$ cat config.mk
export PLATFORM = sky130hd
export DESIGN_NAME = decimal_accumulator_machine
export DESIGN_NICKNAME = d
export VERILOG_FILES = /design/src/rtl/dam_pkg.sv /design/src/rtl/decimal_accumulator_machine.sv /design/src/rtl/dam_ctrl.sv /design/src/rtl/dam_datapath.sv
export SDC_FILE = /design/constraint.sdc
export NUM_CORES = 2
export LEC_CHECK = 0
export CORE_MARGIN = 1.5
export CORE_UTILIZATION = 35
export CTS_BUF_LIST = sky130_fd_sc_hd__clkbuf_8
export DETAILED_ROUTE_END_ITERATION = 8
export DONT_BUFFER_PORTS = 1
export MAX_ROUTING_LAYER = met4
export PLACE_DENSITY = 0.57
export SLEW_MARGIN = 5
export SYNTH_ARGS = -nofsm -noshare
export SYNTH_HDL_FRONTEND = slang
export SYNTH_SLANG_ARGS = --single-unit
$ cat constraint.sdc
create_clock -name clk -period 29.5 [get_ports clk]
set_clock_uncertainty 0.2 [all_clocks]
set_input_delay 1.475 -clock clk [delete_from_list [all_inputs] [get_ports clk]]
set_output_delay 1.475 -clock clk [all_outputs]
set_load 0.02 [all_outputs]
$ cat src/rtl/dam_pkg.sv
`timescale 1ns / 1ps

package dam_pkg;

	// default size of the word store
	localparam int MEM_WORDS_DEF = 100;

	// word range of the machine
	localparam logic signed [14:0] WORD_MAX = 15'sd9999;
	localparam logic signed [14:0] WORD_MIN = -15'sd9999;

	// item modes
	localparam logic [1:0] MODE_LOAD    = 2'd0;
	localparam logic [1:0] MODE_EXEC    = 2'd1;
	localparam logic [1:0] MODE_RESTART = 2'd2;

	// result status codes
	localparam logic [2:0] STS_DONE       = 3'd0;
	localparam logic [2:0] STS_EXECUTED   = 3'd1;
	localparam logic [2:0] STS_WROTE      = 3'd2;
	localparam logic [2:0] STS_HALTED     = 3'd3;
	localparam logic [2:0] STS_BAD_OP     = 3'd4;
	localparam logic [2:0] STS_PC_OVERRUN = 3'd5;
	localparam logic [2:0] STS_IGNORED    = 3'd6;

	// opcodes
	localparam logic signed [7:0] OP_READ  = 8'sd10;
	localparam logic signed [7:0] OP_WRITE = 8'sd11;
	localparam logic signed [7:0] OP_LOAD  = 8'sd20;
	localparam logic signed [7:0] OP_STORE = 8'sd21;
	localparam logic signed [7:0] OP_ADD   = 8'sd30;
	localparam logic signed [7:0] OP_HALT  = 8'sd43;

	// divide by 100 as multiply by reciprocal, exact for magnitudes up to 9999
	localparam int DIV100_MUL   = 5243;
	localparam int DIV100_SHIFT = 19;

	typedef enum logic [2:0] {
		KIND_LOAD,
		KIND_RESTART,
		KIND_IGNORE,
		KIND_OVERRUN,
		KIND_EXEC
	} kind_t;

	// controller to datapath
	typedef struct packed {
		logic  accept;
		logic  fetch;
		logic  exec;
		kind_t kind;
	} cmd_t;

	// datapath to controller
	typedef struct packed {
		logic running;
		logic pc_ovf;
	} sts_t;

endpackage

$ cat src/rtl/decimal_accumulator_machine.sv
`timescale 1ns / 1ps

// channel   signals                                     handshake
// --------  ------------------------------------------  ------------------------------
// item in   mode, address, value                        start high while busy is low
// result    status, out_value, program_counter,          done high for one cycle,
//           acc_value, last_opcode                       taken at the edge ending it
//
// an item is taken at the edge where start is high and busy is low
// load, restart, ignored and pc overrun beats go from idle to the commit state, which registers done
// execute beats go from idle to fetch, then to commit, which registers done: the single read port of the
//   word store is used once for the instruction and once for the operand
// the next beat may be taken in the cycle that done is high
// reset clears the store through per-word valid bits at once, no clearing pass
// the receiver cannot stall: each result is shown for exactly one cycle

module decimal_accumulator_machine import dam_pkg::*; #(
	parameter int MEM_WORDS = MEM_WORDS_DEF
) (
	input  logic               clk,
	input  logic               arst_n,
	input  logic               start,
	output logic               busy,
	input  logic [1:0]         mode,
	input  logic [6:0]         address,
	input  logic signed [14:0] value,
	output logic               done,
	output logic [2:0]         status,
	output logic signed [14:0] out_value,
	output logic [6:0]         program_counter,
	output logic signed [14:0] acc_value,
	output logic signed [7:0]  last_opcode
);

	// commands from the sequencer, run state back from the datapath
	cmd_t cmd;
	sts_t sts;

	// sequencer: idle, instruction decode, commit
	dam_ctrl u_ctrl (
		.clk    (clk),
		.arst_n (arst_n),
		.start  (start),
		.mode   (mode),
		.sts    (sts),
		.cmd    (cmd),
		.busy   (busy),
		.done   (done)
	);

	// word store, accumulator, program counter and result registers
	dam_datapath #(
		.MEM_WORDS (MEM_WORDS)
	) u_datapath (
		.clk             (clk),
		.arst_n          (arst_n),
		.cmd             (cmd),
		.address         (address),
		.value           (value),
		.sts             (sts),
		.status          (status),
		.out_value       (out_value),
		.program_counter (program_counter),
		.acc_value       (acc_value),
		.last_opcode     (last_opcode)
	);

endmodule

$ cat src/rtl/dam_ctrl.sv
`timescale 1ns / 1ps

module dam_ctrl import dam_pkg::*; (
	input  logic       clk,
	input  logic       arst_n,
	input  logic       start,
	input  logic [1:0] mode,
	input  sts_t       sts,
	output cmd_t       cmd,
	output logic       busy,
	output logic       done
);

	typedef enum logic [1:0] {
		ST_IDLE,
		ST_FETCH,
		ST_EXEC
	} state_t;

	state_t state_q;
	kind_t  kind_q;
	kind_t  kind_d;
	logic   done_q;
	logic   accept;

	assign accept = start && (state_q == ST_IDLE);

	always_comb begin
		unique case (mode)
			MODE_LOAD:    kind_d = KIND_LOAD;
			MODE_RESTART: kind_d = KIND_RESTART;
			MODE_EXEC: begin
				if (!sts.running)
					kind_d = KIND_IGNORE;
				else if (sts.pc_ovf)
					kind_d = KIND_OVERRUN;
				else
					kind_d = KIND_EXEC;
			end
			default:      kind_d = KIND_IGNORE;
		endcase
	end

	always_ff @(posedge clk or negedge arst_n) begin
		if (!arst_n) begin
			state_q <= ST_IDLE;
			kind_q  <= KIND_IGNORE;
			done_q  <= 1'b0;
		end else begin
			done_q <= (state_q == ST_EXEC);
			unique case (state_q)
				ST_IDLE: begin
					if (start) begin
						kind_q  <= kind_d;
						state_q <= (kind_d == KIND_EXEC) ? ST_FETCH : ST_EXEC;
					end
				end
				ST_FETCH: state_q <= ST_EXEC;
				ST_EXEC:  state_q <= ST_IDLE;
				default:  state_q <= ST_IDLE;
			endcase
		end
	end

	assign cmd.accept = accept;
	assign cmd.fetch  = (state_q == ST_FETCH);
	assign cmd.exec   = (state_q == ST_EXEC);
	assign cmd.kind   = kind_q;
	assign busy       = (state_q != ST_IDLE);
	assign done       = done_q;

`ifndef SYNTHESIS
	a_exec_latency: assert property (@(posedge clk) disable iff (!arst_n)
		accept && (kind_d == KIND_EXEC) |-> ##3 done_q)
		else $error("execute beat did not finish in three cycles");
	a_short_latency: assert property (@(posedge clk) disable iff (!arst_n)
		accept && (kind_d != KIND_EXEC) |-> ##2 done_q)
		else $error("simple beat did not finish in two cycles");
	a_done_idle: assert property (@(posedge clk) disable iff (!arst_n)
		done_q |-> (state_q == ST_IDLE))
		else $error("result strobe while busy");
`endif

endmodule

$ cat src/rtl/dam_datapath.sv
`timescale 1ns / 1ps

module dam_datapath import dam_pkg::*; #(
	parameter int MEM_WORDS = MEM_WORDS_DEF
) (
	input  logic               clk,
	input  logic               arst_n,
	input  cmd_t               cmd,
	input  logic [6:0]         address,
	input  logic signed [14:0] value,
	output sts_t               sts,
	output logic [2:0]         status,
	output logic signed [14:0] out_value,
	output logic [6:0]         program_counter,
	output logic signed [14:0] acc_value,
	output logic signed [7:0]  last_opcode
);

	localparam int AW = $clog2(MEM_WORDS);
	localparam logic [6:0] DEPTH = 7'(MEM_WORDS);

	// word store with per-entry valid bits, unwritten entries read as zero
	logic signed [14:0] mem [MEM_WORDS];
	logic [MEM_WORDS-1:0] valid_q;
	logic signed [14:0] rd_data_q;
	logic               rd_valid_q;
	logic               rd_en;
	logic [AW-1:0]      rd_idx;
	logic               wr_en;
	logic [AW-1:0]      wr_idx;
	logic signed [14:0] wr_data;

	// architectural state
	logic [6:0]         pc_q;
	logic signed [14:0] acc_q;
	logic               run_q;
	logic signed [7:0]  op_q;
	logic [6:0]         opnd_q;
	logic               opnd_ok_q;

	// latched item
	logic [6:0]         addr_q;
	logic signed [14:0] val_q;
	logic signed [14:0] val_sat;

	// result registers
	logic [2:0]         status_q;
	logic signed [14:0] outv_q;

	// decode
	logic signed [14:0] fetch_word;
	logic               neg;
	logic [14:0]        neg_word;
	logic [13:0]        mag;
	logic [26:0]        prod;
	logic [6:0]         quo;
	logic [13:0]        quo100;
	logic [13:0]        rem14;
	logic [6:0]         rem;
	logic [7:0]         quo_x;
	logic signed [7:0]  opc;

	// execute
	logic signed [14:0] opw;
	logic signed [15:0] sum;
	logic signed [14:0] sum_sat;
	logic [6:0]         pc_d;
	logic signed [14:0] acc_d;
	logic               run_d;
	logic [2:0]         sts_d;
	logic signed [14:0] outv_d;

	always_comb begin
		if (value > WORD_MAX)
			val_sat = WORD_MAX;
		else if (value < WORD_MIN)
			val_sat = WORD_MIN;
		else
			val_sat = value;
	end

	// split fetched word into opcode and operand
	assign fetch_word = rd_valid_q ? rd_data_q : '0;
	assign neg        = fetch_word[14];
	assign neg_word   = 15'd0 - fetch_word;
	assign mag        = neg ? neg_word[13:0] : fetch_word[13:0];
	assign prod       = {13'd0, mag} * 27'(DIV100_MUL);
	assign quo        = prod[DIV100_SHIFT +: 7];
	assign quo100     = 14'({quo, 6'd0}) + 14'({quo, 5'd0}) + 14'({quo, 2'd0});
	assign rem14      = mag - quo100;
	assign rem        = rem14[6:0];
	assign quo_x      = {1'b0, quo};
	assign opc        = neg ? $signed(8'd0 - quo_x) : $signed(quo_x);

	// read port: instruction at accept, operand during fetch
	always_comb begin
		rd_en  = 1'b0;
		rd_idx = pc_q[AW-1:0];
		if (cmd.accept) begin
			rd_en  = (pc_q < DEPTH);
			rd_idx = pc_q[AW-1:0];
		end else if (cmd.fetch) begin
			rd_en  = (rem < DEPTH);
			rd_idx = rem[AW-1:0];
		end
	end

	assign opw     = (opnd_ok_q && rd_valid_q) ? rd_data_q : '0;
	assign sum     = 16'(acc_q) + 16'(opw);

	always_comb begin
		if (sum > 16'sd9999)
			sum_sat = WORD_MAX;
		else if (sum < -16'sd9999)
			sum_sat = WORD_MIN;
		else
			sum_sat = sum[14:0];
	end

	always_comb begin
		pc_d    = pc_q;
		acc_d   = acc_q;
		run_d   = run_q;
		sts_d   = STS_IGNORED;
		outv_d  = '0;
		wr_en   = 1'b0;
		wr_idx  = opnd_q[AW-1:0];
		wr_data = val_q;
		unique case (cmd.kind)
			KIND_LOAD: begin
				if (addr_q < DEPTH) begin
					wr_en  = 1'b1;
					wr_idx = addr_q[AW-1:0];
					sts_d  = STS_DONE;
				end
			end
			KIND_RESTART: begin
				pc_d  = '0;
				acc_d = '0;
				run_d = 1'b1;
				sts_d = STS_DONE;
			end
			KIND_OVERRUN: begin
				run_d = 1'b0;
				sts_d = STS_PC_OVERRUN;
			end
			KIND_EXEC: begin
				sts_d = STS_EXECUTED;
				pc_d  = pc_q + 7'd1;
				unique case (op_q)
					OP_READ: begin
						wr_en = opnd_ok_q;
					end
					OP_WRITE: begin
						outv_d = opw;
						sts_d  = STS_WROTE;
					end
					OP_LOAD:  acc_d = opw;
					OP_STORE: begin
						wr_en   = opnd_ok_q;
						wr_data = acc_q;
					end
					OP_ADD:   acc_d = sum_sat;
					OP_HALT: begin
						run_d = 1'b0;
						sts_d = STS_HALTED;
						pc_d  = pc_q;
					end
					default: begin
						run_d = 1'b0;
						sts_d = STS_BAD_OP;
						pc_d  = pc_q;
					end
				endcase
			end
			default: sts_d = STS_IGNORED;
		endcase
		if (!cmd.exec)
			wr_en = 1'b0;
	end

	always_ff @(posedge clk) begin
		if (wr_en)
			mem[wr_idx] <= wr_data;
		if (rd_en)
			rd_data_q <= mem[rd_idx];
	end

	always_ff @(posedge clk or negedge arst_n) begin
		if (!arst_n) begin
			valid_q    <= '0;
			rd_valid_q <= 1'b0;
		end else begin
			if (wr_en)
				valid_q[wr_idx] <= 1'b1;
			if (rd_en)
				rd_valid_q <= valid_q[rd_idx];
		end
	end

	always_ff @(posedge clk or negedge arst_n) begin
		if (!arst_n) begin
			pc_q  <= '0;
			acc_q <= '0;
			run_q <= 1'b1;
			op_q  <= '0;
		end else begin
			if (cmd.fetch)
				op_q <= opc;
			if (cmd.exec) begin
				pc_q  <= pc_d;
				acc_q <= acc_d;
				run_q <= run_d;
			end
		end
	end

	always_ff @(posedge clk) begin
		if (cmd.accept) begin
			addr_q <= address;
			val_q  <= val_sat;
		end
		if (cmd.fetch) begin
			opnd_q    <= rem;
			opnd_ok_q <= (rem < DEPTH);
		end
		if (cmd.exec) begin
			status_q <= sts_d;
			outv_q   <= outv_d;
		end
	end

	assign sts.running     = run_q;
	assign sts.pc_ovf      = (pc_q >= DEPTH);
	assign status          = status_q;
	assign out_value       = outv_q;
	assign program_counter = pc_q;
	assign acc_value       = acc_q;
	assign last_opcode     = op_q;

`ifndef SYNTHESIS
	a_pc_bound: assert property (@(posedge clk) disable iff (!arst_n)
		pc_q <= DEPTH)
		else $error("program counter beyond store");
	a_acc_bound: assert property (@(posedge clk) disable iff (!arst_n)
		(acc_q <= WORD_MAX) && (acc_q >= WORD_MIN))
		else $error("accumulator out of word range");
	a_stop_overrun: assert property (@(posedge clk) disable iff (!arst_n)
		cmd.exec && (cmd.kind == KIND_OVERRUN) |=> !run_q)
		else $error("machine still running after pc overrun");
`endif

endmodule
==> results.cfg <==
[route]
dr.pass1.iters = 8
routed_wirelength_um = 219000
vias = 48514
met1_length_um = 96800
wl_met3_um = 15840
vias_per_cell = 5.415
drt_iter0_markers = 5367
wl_per_cell_um = 24.44
highest_layer = met4
wl_met2_um = 99790
drc = 0
ant_nets = 0

[power]
power_density_nw_per_um2 = 118.0
swShare_pct = 42.97
pwr-share-comb_pct = 50.0
peakVddDrop_v = 0.0006425
power.leakage_nw = 31.45
clkPwrFrac_pct = 19.9
power_frac_seq_pct = 30.1
p_int_mw = 5.580
p_switching_mw = 4.205

[clock_network]
root_buffer = clkbuf_8
htreeDepth = 5
clock_latency_ns = 1.03
clock_sinks = 1701
numCtsBuffers = 295
cts_tree = done
post_cts_buffers = 0
path_clk_slew_ns = 0.07
ctsLongestPathBuffers = 4

[logic_synthesis]
synth_cell_type_count = 83
synth-seq-area-share_pct = 68.00
synth_edf_count = 1563
synthArstFlopShare_pct = 8.113
syn_area_per_cell_um2 = 12.68
synth.cell_area_um2 = 74100
synthFlopType = edfxtp_1
ys.warnings.count = 0
postSynthNetCount = 6049
yosys_register_bits = 1701
synth_cells = 5842

[floorplanning]
pin_count = 77
initial_core_util_pct = 35.29
coreArea_um2 = 210000
dieHeight_um = 463.1
die_area_um2 = 214500
placementRows = 168
dieWidth_um = 463.1

[critical_path]
startpoint_type = flop
worstSetupPathType = flop to flop
cp_max_fo = 26
worstSetupEndpointType = flop
r2r_slack_ns = 17.41
crit_path_start = u_datapath.rd_valid_q$_DFFE_PN0P_
r2r_start = u_datapath.rd_valid_q$_DFFE_PN0P_
max_stage_delay_ns = 1.15
arrival_ns = 12.72
crit_required_ns = 30.14
reg2reg_to = u_datapath.rd_data_q[8]$_DFFE_PP_
rr_worst_depth = 34
critPathSlowestCell = nor2_2

[sta]
fin_crit_ns = 12.09
worstMarginPinSlew_ns = 1.302
finalHoldViolCount = 0
relSlewSlack_pct = 13.10
final.period_utilization_pct = 40.98
timing.fmax_ghz = 0.08273
setup_viol = 0
final-max-slew-violation-count = 0
fin_tns_setup_ns = 0
rsz0062_at_grt = false

[place]
globalplace.congestion = 0.9064
place_area_um2 = 77710
io_buffer_count = 0
hpwl_um = 127400

[final_layout]
layout.nets = 6155
fillers = 19718
multi_input_area_um2 = 21540
final_layout_size_suffix_gt1_share_pct = 11.00
area_delta_synth_final_pct = 11.92
design_area_um2 = 82930
regArea_um2 = 50390

[grt]
grt_usage_pct = 20.53
grt_pass1_vias = 47027
grt_antenna_before_repair = 13
grt_pass1_wl_um = 322200
overflow = 0
grt_start_max_net_pins = 157

[job]
cap_violations = 0

[status]
status = complete, no violations

[min_path]
hold_class = input pin to async pin
[cell usage after synthesis (11+ instances only)]
| library cell | number | area share, % |
|---|---|---|
| inv_1 | 244 | 1.2 |
| buf_1 | 56 | 0.28 |
| nand2b_1 | 16 | 0.14 |
| fa_1 | 58 | 1.6 |
| o22a_1 | 16 | 0.19 |
| xor2_1 | 16 | 0.19 |
| o31ai_1 | 11 | 0.11 |
| a221oi_1 | 29 | 0.34 |
| o21ai_1 | 14 | 0.095 |
| a311oi_1 | 185 | 2.2 |
| edfxtp_1 | 1563 | 63 |
| nand3_1 | 449 | 3.0 |
| a21oi_1 | 37 | 0.25 |
| a21o_1 | 31 | 0.31 |
| nor2_1 | 181 | 0.92 |
| mux2_2 | 21 | 0.32 |
| mux2i_1 | 190 | 2.6 |
| a31oi_1 | 135 | 1.1 |
| o21ai_0 | 96 | 0.65 |
| nand2_1 | 1329 | 6.7 |
| clkbuf_1 | 245 | 1.2 |
| or2_2 | 101 | 0.85 |
| o21a_1 | 11 | 0.11 |
| nand3b_1 | 14 | 0.14 |
| a221o_1 | 12 | 0.16 |
| xnor2_1 | 33 | 0.39 |
| nor3_1 | 24 | 0.16 |
| ha_1 | 122 | 2.1 |
| and3_1 | 114 | 0.96 |
| o221ai_1 | 15 | 0.18 |
| a211oi_1 | 131 | 1.3 |
| buf_2 | 52 | 0.35 |
| dfrtp_1 | 136 | 4.6 |
[critical path, delay by kind of cell, from the launching register on]
family / cells / cell delay [ns]
DFF: 1 / 0.92
adders and majority gates: 9 / 3.59
AOI/OAI and AO/OA: 9 / 2.14
buffers and inverters: 5 / 0.38
muxes: 2 / 0.70
and+or+nand+nor: 6 / 2.86
xor gates and xnor gates: 3 / 1.02
[how the worst max path moves through the flow]
stage,to,depth (start not counted)
5_1_grt,u_datapath.rd_data_q[8]$_DFFE_PP_,36
4_1_cts,u_datapath.rd_data_q[4]$_DFFE_PP_,33
2_1_floorplan,u_datapath.rd_data_q[0]$_DFFE_PP_,34
3_5_place_dp,u_datapath.rd_data_q[4]$_DFFE_PP_,33
3_3_place_gp,u_datapath.rd_data_q[4]$_DFFE_PP_,33
6_report,u_datapath.rd_data_q[8]$_DFFE_PP_,34
[power groups by stage]
| stage | Combinational [mW] | Clock (mW) | Sequential (mW) |
|---|---|---|---|
| final | 4.89 | 1.95 | 2.94 |
| after global routing | 5.39 | 2.09 | 2.95 |
| after floorplan | 3.34 | 0 | 2.95 |
| after detailed placement | 4.85 | 0 | 3.00 |
| after global placement | 4.86 | 0 | 2.99 |
| after CTS | 4.89 | 1.99 | 2.95 |
[logic make-up (layout without fill, tap and decap cells)]
family	count (synthesis)	in the layout	synth area share, %
and+or+nand+nor	2292	2292	13.53
DFF	1701	1701	68.00
AOI/OAI and AO/OA	801	801	8.002
buffers and inverters	601	907	3.159
muxes	217	217	3.068
adders and majority gates	180	180	3.627
xor gates and xnor gates	50	50	0.6112
other	0	7	0
[registers in the layout, indices dropped and copies added (netlist names)]
name                        flops
u_datapath.rd_valid_q           1
u_datapath.opnd_ok_q            1
u_ctrl.state_q                  2
u_datapath.opnd_q               7
u_datapath.out_value           15
u_datapath.last_opcode          8
u_datapath.status               3
u_datapath.program_counter      7
u_datapath.acc_value           15
u_datapath.val_q               15
u_ctrl.done                     1
u_ctrl.kind_q                   3
u_datapath.mem               1500
u_datapath.valid_q            100
u_datapath.rd_data_q           15
u_datapath.run_q                1
u_datapath.addr_q               7
[routing by layer]
layer / vias up / GRT usage [%]
met1: 24478 / 28.36
met4: 0 / 7.122
li1: 21727 / -
met2: 1960 / 30.43
met5: - / -
met3: 349 / 3.591
[final cells by class]
class / instances / share of cell area, %
well taps: 2805 / 4.232
flip-flops and latches: 1701 / 60.76
multi-input cells: 3540 / 25.97
repair buffers: 166 / 1.681
inverters: 244 / 1.104
clock buffers: 315 / 5.228
diodes: 7 / 0.02112
clock inverters: 182 / 0.9987
[placed cells by master (no fill, tap or decap), types with 131 or more instances in the layout]
cell type,netlist,routed
mux2i_1,190,187
inv_1,244,343
a311oi_1,185,185
a211oi_1,131,131
dfrtp_1,136,135
nand3_1,449,449
clkbuf_8,0,315
buf_4,1,154
a31oi_1,135,135
nand2_1,1329,1329
nor2_1,181,172
edfxtp_1,1563,1563
[stage by stage]
stage          util (%)  hold WS [ns]  cells  total power, mW  setup WS [ns]
2_1_floorplan         -        0.2272   5842            6.295          19.76
3_3_place_gp      37.00        0.2450   8454            7.857          17.50
3_5_place_dp      37.01        0.2477   8454            7.845          17.45
4_1_cts           39.48        0.1935   8953            9.824          17.40
5_1_grt           39.49        0.1983   8960            10.43          16.79
6_report          39.49        0.1818   8960            9.785          17.41
[timing repair]
item	4_1_cts	5_1_grt
resized for setup	0	0
hold buffers	2	0
endpoints found under the hold margin	136	0
Note: power is estimated with default switching activity, not from simulation.
